<file path="config.mk">
export PLATFORM = sky130hd
export DESIGN_NAME = hex_frame_decoder
export DESIGN_NICKNAME = d
export VERILOG_FILES = /design/src/design/hfd_pkg.sv /design/src/design/hfd_core.sv /design/src/design/hfd_queue.sv /design/src/design/hex_frame_decoder.sv
export VERILOG_INCLUDE_DIRS = /design/src /design/src/design
export SDC_FILE = /design/constraint.sdc
export NUM_CORES = 1
export LEC_CHECK = 0
export BUFFER_PORTS_ARGS = -buffer_cell sky130_fd_sc_hd__buf_2
export CAP_MARGIN = 5
export CORE_MARGIN = 10
export CORE_UTILIZATION = 54
export DETAILED_ROUTE_END_ITERATION = 7
export PLACE_DENSITY = 0.76
export SETUP_SLACK_MARGIN = 0.02
export SYNTH_ARGS = -nofsm -noshare
export SYNTH_HDL_FRONTEND = slang
export SYNTH_SLANG_ARGS = --single-unit
</file>
<file path="constraint.sdc">
create_clock -name clock -period 4 [get_ports clock]
set_input_delay 0.8 -clock clock [delete_from_list [all_inputs] [get_ports clock]]
set_output_delay 0.8 -clock clock [all_outputs]
set_load 0.1 [all_outputs]
</file>
<file path="src/design/hex_frame_decoder_assert.svh">
// ---------------------------------------------------------------------------
// Assertion macros for the hex frame decoder
// Both macros sample on the rising edge of clock and are held off in reset.
// ---------------------------------------------------------------------------
`ifndef HEX_FRAME_DECODER_ASSERT_SVH
`define HEX_FRAME_DECODER_ASSERT_SVH

// Consequent must hold in the same cycle as the antecedent.
`define HFD_ASSERT_SAME(lbl, ante, cons) \
   lbl: assert property (@(posedge clock) disable iff (reset) (ante) |-> (cons)) \
      else $error("hex frame decoder: same-cycle check failed");

// Consequent must hold in the cycle after the antecedent.
`define HFD_ASSERT_NEXT(lbl, ante, cons) \
   lbl: assert property (@(posedge clock) disable iff (reset) (ante) |=> (cons)) \
      else $error("hex frame decoder: next-cycle check failed");

`endif

</file>
<file path="src/design/hfd_pkg.sv">
// ---------------------------------------------------------------------------
// hfd_pkg
// Types, character codes and status codes shared by the hex frame decoder.
// ---------------------------------------------------------------------------
`timescale 1ns / 1ps

package hfd_pkg;

   // Default payload byte limit per frame
   localparam int MAX_DATA_DEFAULT = 32;

   // Result queue: depth must be a power of two
   localparam int QUEUE_DEPTH = 4;
   localparam int PTR_WIDTH   = $clog2(QUEUE_DEPTH);
   localparam int FILL_WIDTH  = $clog2(QUEUE_DEPTH + 1);

   // Frame constants
   localparam logic [7:0] SUM_TARGET   = 8'h55;
   localparam logic [7:0] CHAR_COLON   = 8'h3A;
   localparam logic [7:0] CHAR_ZERO    = 8'h30;
   localparam logic [7:0] CHAR_NINE    = 8'h39;
   localparam logic [7:0] CHAR_UPPER_A = 8'h41;
   localparam logic [7:0] CHAR_UPPER_F = 8'h46;

   // Result kinds
   localparam logic KIND_DATA   = 1'b0;
   localparam logic KIND_STATUS = 1'b1;

   // Frame status codes
   localparam logic [2:0] STATUS_OK        = 3'd0;
   localparam logic [2:0] STATUS_NO_COLON  = 3'd1;
   localparam logic [2:0] STATUS_TOO_SHORT = 3'd2;
   localparam logic [2:0] STATUS_BAD_CHAR  = 3'd3;
   localparam logic [2:0] STATUS_ODD_LEN   = 3'd4;
   localparam logic [2:0] STATUS_TOO_LONG  = 3'd5;
   localparam logic [2:0] STATUS_BAD_SUM   = 3'd6;

   typedef struct packed {
      logic [7:0] char_in;
      logic       end_of_frame;
   } req_type;

   typedef struct packed {
      logic       kind;
      logic [7:0] data_byte;
      logic [4:0] data_index;
      logic [2:0] status;
      logic [3:0] command;
      logic [5:0] data_length;
      logic       last;
   } rsp_type;

   // Up to two results produced by one character beat
   typedef struct packed {
      logic    data_valid;
      rsp_type data_res;
      logic    status_valid;
      rsp_type status_res;
   } push_type;

endpackage

</file>
<file path="src/design/hfd_core.sv">
// ---------------------------------------------------------------------------
// hfd_core
// Frame state registers and the per-character decode: nibble decode, byte
// assembly, checksum add and frame judgement on the final character.
// ---------------------------------------------------------------------------
`timescale 1ns / 1ps

module hfd_core #(
   parameter int MaxData = hfd_pkg::MAX_DATA_DEFAULT
) (
   input  logic              clock,
   input  logic              reset,
   input  logic              beat_accept,
   input  hfd_pkg::req_type  req_beat,
   output hfd_pkg::push_type push
);
   import hfd_pkg::*;

   localparam logic [5:0] MAX_LIMIT    = 6'(MaxData);
   localparam logic [5:0] MAX_LIMIT_P1 = 6'(MaxData + 1);
   localparam logic [6:0] COUNT_SAT    = 7'd127;
   localparam logic [5:0] BYTES_SAT    = 6'd63;
   localparam logic [6:0] MIN_CHARS    = 7'd4;

   logic [6:0] char_count_ff,    char_count_in;
   logic       length_odd_ff,    length_odd_in;
   logic       colon_seen_ff,    colon_seen_in;
   logic       bad_seen_ff,      bad_seen_in;
   logic [3:0] command_ff,       command_in;
   logic [3:0] high_nibble_ff,   high_nibble_in;
   logic [7:0] sum_ff,           sum_in;
   logic [7:0] pending_byte_ff,  pending_byte_in;
   logic       pending_valid_ff, pending_valid_in;
   logic [5:0] bytes_done_ff,    bytes_done_in;

   logic       is_digit;
   logic       is_upper;
   logic [3:0] nibble;
   logic       first_char;
   logic       command_char;
   logic       byte_char;
   logic [7:0] new_byte;
   logic [5:0] index_full;
   logic [2:0] frame_status;
   logic [5:0] frame_length;

   // Decode one uppercase hex digit; anything else reads as zero
   assign is_digit = (req_beat.char_in >= CHAR_ZERO) && (req_beat.char_in <= CHAR_NINE);
   assign is_upper = (req_beat.char_in >= CHAR_UPPER_A) && (req_beat.char_in <= CHAR_UPPER_F);

   always_comb begin
      priority if (is_digit) begin
         nibble = 4'(req_beat.char_in - CHAR_ZERO);
      end else if (is_upper) begin
         nibble = 4'(req_beat.char_in - (CHAR_UPPER_A - 8'd10));
      end else begin
         nibble = 4'd0;
      end
   end

   assign first_char   = (char_count_ff == 7'd0);
   assign command_char = (char_count_ff == 7'd1);
   assign byte_char    = !first_char && !command_char && length_odd_ff;
   assign new_byte     = {high_nibble_ff, nibble};

   // Advance the frame state for this character
   always_comb begin
      colon_seen_in    = colon_seen_ff;
      bad_seen_in      = bad_seen_ff;
      command_in       = command_ff;
      high_nibble_in   = high_nibble_ff;
      sum_in           = sum_ff;
      pending_byte_in  = pending_byte_ff;
      pending_valid_in = pending_valid_ff;
      bytes_done_in    = bytes_done_ff;
      if (first_char) begin
         colon_seen_in = (req_beat.char_in == CHAR_COLON);
      end else begin
         if (!(is_digit || is_upper)) begin
            bad_seen_in = 1'b1;
         end
         priority if (command_char) begin
            command_in = nibble;
            sum_in     = sum_ff + {4'd0, nibble};
         end else if (!length_odd_ff) begin
            high_nibble_in = nibble;
         end else begin
            sum_in           = sum_ff + new_byte;
            pending_byte_in  = new_byte;
            pending_valid_in = 1'b1;
            if (bytes_done_ff != BYTES_SAT) begin
               bytes_done_in = bytes_done_ff + 6'd1;
            end
         end
      end
      char_count_in = (char_count_ff == COUNT_SAT) ? COUNT_SAT : char_count_ff + 7'd1;
      length_odd_in = ~length_odd_ff;
   end

   // Judge the frame from the state as it stands after this character
   always_comb begin
      frame_length = 6'd0;
      priority if (!colon_seen_in) begin
         frame_status = STATUS_NO_COLON;
      end else if (char_count_in < MIN_CHARS) begin
         frame_status = STATUS_TOO_SHORT;
      end else if (bad_seen_in) begin
         frame_status = STATUS_BAD_CHAR;
      end else if (length_odd_in) begin
         frame_status = STATUS_ODD_LEN;
      end else if ((bytes_done_in == 6'd0) || (bytes_done_in > MAX_LIMIT_P1)) begin
         frame_status = STATUS_TOO_LONG;
      end else if (sum_in != SUM_TARGET) begin
         frame_status = STATUS_BAD_SUM;
      end else begin
         frame_status = STATUS_OK;
         frame_length = bytes_done_in - 6'd1;
      end
   end

   // Release the previously completed byte as a data result
   assign index_full = bytes_done_ff - 6'd1;

   always_comb begin
      push.data_valid = beat_accept && byte_char && pending_valid_ff &&
                        (bytes_done_ff <= MAX_LIMIT);
      push.data_res.kind        = KIND_DATA;
      push.data_res.data_byte   = pending_byte_ff;
      push.data_res.data_index  = index_full[4:0];
      push.data_res.status      = STATUS_OK;
      push.data_res.command     = command_in;
      push.data_res.data_length = 6'd0;
      push.data_res.last        = !req_beat.end_of_frame;

      push.status_valid = beat_accept && req_beat.end_of_frame;
      push.status_res.kind        = KIND_STATUS;
      push.status_res.data_byte   = 8'd0;
      push.status_res.data_index  = 5'd0;
      push.status_res.status      = frame_status;
      push.status_res.command     = command_in;
      push.status_res.data_length = frame_length;
      push.status_res.last        = 1'b1;
   end

   // Hold state between beats; clear on reset and after the final character
   always_ff @(posedge clock) begin
      if (reset || (beat_accept && req_beat.end_of_frame)) begin
         char_count_ff    <= '0;
         length_odd_ff    <= 1'b0;
         colon_seen_ff    <= 1'b0;
         bad_seen_ff      <= 1'b0;
         command_ff       <= '0;
         high_nibble_ff   <= '0;
         sum_ff           <= '0;
         pending_byte_ff  <= '0;
         pending_valid_ff <= 1'b0;
         bytes_done_ff    <= '0;
      end else if (beat_accept) begin
         char_count_ff    <= char_count_in;
         length_odd_ff    <= length_odd_in;
         colon_seen_ff    <= colon_seen_in;
         bad_seen_ff      <= bad_seen_in;
         command_ff       <= command_in;
         high_nibble_ff   <= high_nibble_in;
         sum_ff           <= sum_in;
         pending_byte_ff  <= pending_byte_in;
         pending_valid_ff <= pending_valid_in;
         bytes_done_ff    <= bytes_done_in;
      end
   end

endmodule

</file>
<file path="src/design/hfd_queue.sv">
// ---------------------------------------------------------------------------
// hfd_queue
// Small result queue: takes up to two results per cycle, hands out one beat
// per cycle on the result channel while rsp_stall is low.
// ---------------------------------------------------------------------------
`timescale 1ns / 1ps

module hfd_queue (
   input  logic                            clock,
   input  logic                            reset,
   input  hfd_pkg::push_type               push,
   output logic                            rsp_valid,
   input  logic                            rsp_stall,
   output hfd_pkg::rsp_type                rsp_payload,
   output logic [hfd_pkg::FILL_WIDTH-1:0]  fill_count
);
   import hfd_pkg::*;

   rsp_type               entries_ff [QUEUE_DEPTH];
   logic [PTR_WIDTH-1:0]  wr_ptr_ff, wr_ptr_in;
   logic [PTR_WIDTH-1:0]  rd_ptr_ff, rd_ptr_in;
   logic [FILL_WIDTH-1:0] fill_ff,   fill_in;

   logic                  first_valid;
   logic                  second_valid;
   rsp_type               first_res;
   logic [FILL_WIDTH-1:0] push_count;
   logic                  pop;

   // Pack the results of one beat into consecutive slots
   assign first_valid  = push.data_valid || push.status_valid;
   assign second_valid = push.data_valid && push.status_valid;
   assign first_res    = push.data_valid ? push.data_res : push.status_res;
   assign push_count   = FILL_WIDTH'(first_valid) + FILL_WIDTH'(second_valid);
   assign pop          = rsp_valid && !rsp_stall;

   assign wr_ptr_in = wr_ptr_ff + PTR_WIDTH'(push_count);
   assign rd_ptr_in = rd_ptr_ff + PTR_WIDTH'(pop);
   assign fill_in   = fill_ff + push_count - FILL_WIDTH'(pop);

   // Write slots
   always_ff @(posedge clock) begin
      if (first_valid) begin
         entries_ff[wr_ptr_ff] <= first_res;
      end
      if (second_valid) begin
         entries_ff[wr_ptr_ff + PTR_WIDTH'(1)] <= push.status_res;
      end
   end

   // Advance pointers and fill level
   always_ff @(posedge clock) begin
      if (reset) begin
         wr_ptr_ff <= '0;
         rd_ptr_ff <= '0;
         fill_ff   <= '0;
      end else begin
         wr_ptr_ff <= wr_ptr_in;
         rd_ptr_ff <= rd_ptr_in;
         fill_ff   <= fill_in;
      end
   end

   assign rsp_valid   = (fill_ff != '0);
   assign rsp_payload = entries_ff[rd_ptr_ff];
   assign fill_count  = fill_ff;

endmodule

</file>
<file path="src/design/hex_frame_decoder.sv">
// ---------------------------------------------------------------------------
// hex_frame_decoder
// Streaming decoder for colon-led uppercase hex frames, one character a beat.
//
//   channel  direction  handshake              payload
//   req_     in         req_valid / req_stall  req_payload (char, end flag)
//   rsp_     out        rsp_valid / rsp_stall  rsp_payload (data or status)
//
// One character is taken per cycle while req_stall is low; decode, checksum add
// and frame judgement are done in the cycle the beat is accepted, and results
// are registered into a four-entry result queue.
// A character that finishes a frame and also releases a data byte yields two
// results, which leave the queue one after the other; that queue's single read
// port sets the output rate at one result per cycle while rsp_stall is low.
// req_stall rises while the queue has room for fewer than two results.
// Reset is synchronous and clears the frame state and the queue.
// ---------------------------------------------------------------------------
`timescale 1ns / 1ps

module hex_frame_decoder #(
   parameter int MAX_DATA = hfd_pkg::MAX_DATA_DEFAULT
) (
   input  logic             clock,
   input  logic             reset,
   input  logic             req_valid,
   output logic             req_stall,
   input  hfd_pkg::req_type req_payload,
   output logic             rsp_valid,
   input  logic             rsp_stall,
   output hfd_pkg::rsp_type rsp_payload
);
   import hfd_pkg::*;

`include "hex_frame_decoder_assert.svh"

   localparam logic [5:0] MAX_LIMIT = 6'(MAX_DATA);

   push_type              push;
   logic                  beat_accept;
   logic [FILL_WIDTH-1:0] fill_count;
   logic                  ok_status_beat;

   // Stall input while a two-result beat might not fit
   assign req_stall   = (fill_count > FILL_WIDTH'(QUEUE_DEPTH - 2));
   assign beat_accept = req_valid && !req_stall;

   hfd_core #(
      .MaxData (MAX_DATA)
   ) u_core (
      .clock       (clock),
      .reset       (reset),
      .beat_accept (beat_accept),
      .req_beat    (req_payload),
      .push        (push)
   );

   hfd_queue u_queue (
      .clock       (clock),
      .reset       (reset),
      .push        (push),
      .rsp_valid   (rsp_valid),
      .rsp_stall   (rsp_stall),
      .rsp_payload (rsp_payload),
      .fill_count  (fill_count)
   );

   // Flag a good-frame status on the output
   assign ok_status_beat = rsp_valid && (rsp_payload.kind == KIND_STATUS) &&
                           (rsp_payload.status == STATUS_OK);

   // Queue never overfills
   `HFD_ASSERT_SAME(a_fill_bound, 1'b1, fill_count <= FILL_WIDTH'(QUEUE_DEPTH))

   // A frame judged good never reports more bytes than the limit
   `HFD_ASSERT_SAME(a_ok_length, ok_status_beat, rsp_payload.data_length <= MAX_LIMIT)

   // A finished frame always leaves the result output valid in the next cycle
   `HFD_ASSERT_NEXT(a_eof_status, beat_accept && req_payload.end_of_frame, rsp_valid)

   // Results are pushed only on an accepted beat
   `HFD_ASSERT_SAME(a_push_gated, push.data_valid || push.status_valid, beat_accept)

endmodule
</file>
Word level (Yosys, flattened, before mapping) --
Memory sizes are Yosys's and may differ from the RTL's. A register that Yosys moved wholly into a read port is not among the register bits. Index checks and enable logic that the tools add are counted.
Operators by class: magnitude comparators 8, bitwise operators 3, eq/ne operators 5, add/subtract/negate cells 14, multiplexer cells 33, reduce and logical (&&, ||, !) cells 25
Operator list (count):
- 6-bit 2-to-1 mux | 10
- 28-bit 2-to-1 mux | 1
- 8-bit 2-to-1 mux | 3
- 3-bit 2-to-1 mux | 6
- 4-bit 2-to-1 mux | 4
- 1-bit logical AND | 11
- 8-bit by 4-bit adder with 8-bit output | 1
- 8-bit adder | 1
- 8-bit by 6-bit equality test with 1-bit output (second input constant) | 1
- 8-bit by 6-bit greater-or-equal comparator with 1-bit output (second input constant) | 1
- 8-bit by 7-bit greater-or-equal comparator with 1-bit output (second input constant) | 1
- 8-bit by 6-bit <= comparator with 1-bit output (second input constant) | 1
- 8-bit by 7-bit <= comparator with 1-bit output (second input constant) | 1
- 8-bit by 7-bit inequality test with 1-bit output (second input constant) | 1
- 4-bit AND reduction | 2
- 7-bit by 1-bit adder with 7-bit output (second input constant) | 1
- 7-bit by 1-bit equality test with 1-bit output (second input constant) | 1
- 7-bit equality test (second input constant) | 1
- 7-bit zero test | 1
- 7-bit by 3-bit less-than comparator with 1-bit output (second input constant) | 1
- 1-bit 2-to-1 mux | 7
- 7-bit 2-to-1 mux | 1
- 6-bit by 1-bit adder with 6-bit output (second input constant) | 1
- 6-bit greater-than comparator (second input constant) | 1
- 19 further kinds | 28
Storage, ports and cells: register bits 48, logic and storage cells 102, output and inout port bits 30, bits of input ports 13, memories kept 1, bits in writable memories 112
Memory list:
- u_queue.entries_ff | depth 4, bits a word 28, read ports 1, clocked after Yosys merged registers in 1, write ports 2, line hfd_queue.sv:19 | rsp_type entries_ff [QUEUE_DEPTH];

Logic depth before layout (Yosys ltp) --
word-level depth 16, gate-level depth with buffers 18, gate-level depth less buffers 17

By module --
Synthesis repeated with hierarchy kept, for this count alone.
Second synthesis, totals: cell total of the unflattened synthesis 748, area, all modules 9381.5 µm²
By module, submodules not included:
- hfd_queue | sequential area each 3503.4 µm², area each 6139.6 µm², instances 1, cells each 324
- hfd_core | sequential area each 820.8 µm², area each 3224.3 µm², instances 1, cells each 421
- hex_frame_decoder | sequential area each 0.0 µm², area each 17.5 µm², instances 1, cells each 3

Least setup slack after synthesis --
Ideal clock, no wire load.
kind input-to-reg, from in req_payload[8] (netlist bit), to mem u_queue.entries_ff[1][5] (netlist bit), data pin, library setup time 266 ps, buffers on the path 1, setup slack -191 ps, stages on the path 16, required time 3734 ps, arrival 3925 ps, cells stage by stage or4bb_1 > a21oi_1 > nand2_1 > a21boi_0 > inv_1 > ha_1 > inv_1 > fa_1 > nand2b_1 > a21o_1 > a32o_1 > a222oi_1 > and4b_1 > o2111ai_4 > buf_6 > nor3_1
RTL lines:
- from (decl) | line hex_frame_decoder.sv:27 | input hfd_pkg::req_type req_payload,
- to (decl) | line hfd_queue.sv:19

==> flow_summary.toml <==
[grt]
grt_max_degree = 42
gr-total-overflow = 0
antenna_found_initial = 0
grt_pass1_wl_um = 31200
grt_usage = 0.193
grt_pass1_vias = 6131

[drt]
wl_met3_um = 1360
drtPass1Iterations = 5
wl_per_cell_um = 19.1
via_per_inst = 6.16
drt-initial-drc-count = 701
drc = 0
routed_wl_um = 19400
wl_met2_um = 10000
via_count = 6259
met1_length_um = 7690
dr.max_layer_used = "met4"
ant_nets = 0

[synthesis]
ys_top_cells_by_area = "dfxtp_1 (27%), edfxtp_1 (20%), mux4_2 (8.0%)"
synth_xor_area_frac = 0.0222
synth-edff-count = 52
synthesis.nets = 798
avgSynthCellArea_um2 = 10.4
synth_ff_type = "dfxtp_1"
synth-seq-area-share = 0.473
synthArstFlopShare = 0
synth_top_cell_area_share = 0.274
synthDistinctLibCells = 73
synth_mux_area_frac = 0.0965
netlist_area_mm2 = 0.00788
synth_top_family_by_area = "compound AO/OA/AOI/OAI gates"
ys_ff_latch = 160
synthAdderAreaFrac = 0.0495
yosys.area.top_type = "dfxtp_1"
syn_inst = 755
ys_warn_count = 0
synthSimpleGateAreaFrac = 0.156
synth-compound-area-share = 0.162

[critical_path]
startpoint_type = "input pin"
worstPathArrival_ps = 4140
crit_type = "in -> reg"
cp_num_buf_inv = 4
critPathTopFamily = "compound AO/OA/AOI/OAI gates"
crit_chain = "buf_6, or4bb_4, a21oi_4, nand2_1, a21boi_2, inv_1, ha_2, inv_2, fa_2, nand2b_4, a21o_1, a32o_1, a222oi_1, and4b_2, o2111ai_4, clkbuf_16, nor3_1"
cpMaxStageDelayCell = "or4bb_4"
worstPathRequired_ps = 4170
endpoint_kind = "flip-flop"
cpPeakStageDelay_ps = 550
cp_max_fo = 6

[floorplanning]
ioPinCount = 43
die_w_um = 141
rows = 44
dieArea_mm2 = 0.0198
die_y_um = 141
start_util = 0.546
coreArea_mm2 = 0.0144

[power_and_ir_drop]
p_int_mw = 2.98
finalPower_mw = 4.78
seq_power_share = 0.392
switching_share = 0.377
clock_power_share = 0.329
combPwrFrac = 0.279
p_leak_nw = 3.58
switchingPower_mw = 1.80
irDropWorstVdd_uv = 322
powerDensity_mw_per_mm2 = 519

[clocking]
clock_latency_ps = 440
cts_buffers = 17
clk_path_buf_depth = 2
clockRootBuffer = "clkbuf_16"
clk_pin_slew_ps = 70
cts_tree = "yes"
hold_buffers = 0
clock_sinks = 160
htree_levels = 4

[place]
hpwl_um = 13800
place_congestion = 0.920
portBuffers = 42

[timing]
final.period_utilization = 0.992
whs_ps = 462
slew_viol_final = 0
setup_violations = 0
worst_pin_slew_ps = 859
finalHoldViolCount = 0
rsz0062_at_grt = "yes"
relSlewSlack = 0.425
post-route-min-period_ps = 3970
finalSetupTns_ps = 0
skew_ps = 9.98
fmax_mhz = 252

[cells_and_area]
num_antenna_cells = 0
area_growth_pct = 17.1
final_util = 0.640
nNetsFinal = 862
drive_gt1_frac = 0.225

[outcome]
outcome = "finished clean"

[flow_run]
cap_violations = 0

[min_path]
hold_path.class = "reg -> reg"
state kept, by name, summed over array words and instances (netlist names):
name	cells
u_queue.rd_ptr_ff	2
u_core.high_nibble_ff	4
u_core.bad_seen_ff	1
u_core.char_count_ff	7
u_core.bytes_done_ff	6
u_queue.fill_count	3
u_queue.entries_ff	112
u_core.colon_seen_ff	1
u_core.length_odd_ff	1
u_core.pending_valid_ff	1
u_core.sum_ff	8
u_core.pending_byte_ff	8
u_queue.wr_ptr_ff	2
u_core.command_ff	4
logic make-up (layout without fill, tap and decap cells):
family                     Yosys count  count (layout)
DFF                                160             160
buffers and inverters               77             154
and+or+nand+nor                    257             257
AOI/OAI and AO/OA                  170             170
muxes                               41              41
adders and majority gates           30              30
xor gates and xnor gates            20              20
layout by cell type (no fill, tap or decap), types with 4 or more instances in the layout:
master | synthesis | routed
o21ai_0 | 19 | 19
nand3_1 | 14 | 14
nor3_2 | 0 | 5
a31oi_1 | 7 | 7
xnor2_1 | 16 | 16
nor2_1 | 80 | 80
a22o_1 | 44 | 44
mux2i_1 | 13 | 13
edfxtp_1 | 52 | 52
o21a_1 | 6 | 6
buf_2 | 6 | 41
inv_6 | 0 | 5
and2_1 | 11 | 10
a211oi_1 | 12 | 11
nor3_1 | 31 | 24
nand2_1 | 73 | 73
ha_1 | 28 | 27
inv_1 | 33 | 31
mux4_2 | 28 | 28
dfxtp_1 | 108 | 107
a21oi_1 | 31 | 30
a311oi_1 | 5 | 5
buf_4 | 0 | 42
nor3_4 | 2 | 4
and3_1 | 10 | 9
inv_8 | 0 | 4
xor2_1 | 4 | 4
nor2b_1 | 6 | 6
a21o_1 | 5 | 5
clkbuf_16 | 0 | 18
metal layers:
metal	track usage	up-vias
met5	0	-
met4	0.0745	0
met3	0.0380	35
met2	0.333	262
met1	0.233	3036
li1	-	2926
Yosys cell counts, types with 4 or more instances:
| library cell | number |
|---|---|
| o21a_1 | 6 |
| nor2_1 | 80 |
| nand2_1 | 73 |
| o32ai_1 | 4 |
| buf_2 | 6 |
| a311oi_1 | 5 |
| and3_1 | 10 |
| xnor2_1 | 16 |
| a22o_1 | 44 |
| buf_1 | 6 |
| nor2b_1 | 6 |
| o21ai_0 | 19 |
| a31oi_1 | 7 |
| nand2b_1 | 4 |
| a21o_1 | 5 |
| and2_1 | 11 |
| edfxtp_1 | 52 |
| dfxtp_1 | 108 |
| a211oi_1 | 12 |
| nand3_1 | 14 |
| clkbuf_1 | 28 |
| ha_1 | 28 |
| inv_1 | 33 |
| nor3_1 | 31 |
| mux4_2 | 28 |
| mux2i_1 | 13 |
| xor2_1 | 4 |
| a21oi_1 | 31 |
stage by stage:
stage	area, um^2	cells	setup slack [ps]
final	9230	1016	31.2
after global routing	9230	1016	-111
after CTS	9080	1013	93.1
after floorplan	7900	755	-45.8
after global placement	8490	980	-236
after detailed placement	8490	980	-430
final cells by class:
cell class	instances	area, um^2
fill	1120	5200
multi-input combinational	518	3950
sequential	160	3720
timing repair buffer	88	608
clock buffer	17	425
tap	184	230
clock inverter	15	159
inverter	34	128
power by group through the flow:
stage / registers, mW / logic, mW / clock network (mW)
after global routing: 1.89 / 1.42 / 1.65
after detailed placement: 1.92 / 1.32 / 0
after CTS: 1.88 / 1.33 / 1.59
after global placement: 1.91 / 1.30 / 0
final: 1.88 / 1.33 / 1.57
after floorplan: 1.83 / 1.14 / 0
path summary, 6_finish.rpt:
check,start,to,slack (ps),cells after the start
hold / removal,u_queue.entries_ff[3][27],u_queue.entries_ff[3][27],460,2
setup reg to reg,u_core.char_count_ff[0],u_queue.entries_ff[0][4],260,13
setup / recovery,req_payload[7],u_queue.entries_ff[3][5],30,17
hold reg to reg,u_queue.entries_ff[3][27],u_queue.entries_ff[3][27],460,2
repair_timing:
| item | in CTS | in global routing |
|---|---|---|
| resized for setup | 0 | 23 |
| cloned | 0 | 2 |
| buffers inserted | 1 | 1 |
| setup endpoints to repair | 3 | 32 |
| pin swaps | 0 | 7 |
worst register-to-register path, delay by kind of cell, from the launching register on:
kind | cells | cell delay [ps]
flip-flops | 1 | 440
AND/OR/NAND/NOR | 5 | 980
adder cells (fa/ha/maj) | 2 | 560
AO/OA/AOI/OAI | 3 | 950
XOR/XNOR | 1 | 350
buffers and inverters | 2 | 290
Power figures use the tool's default switching activity.
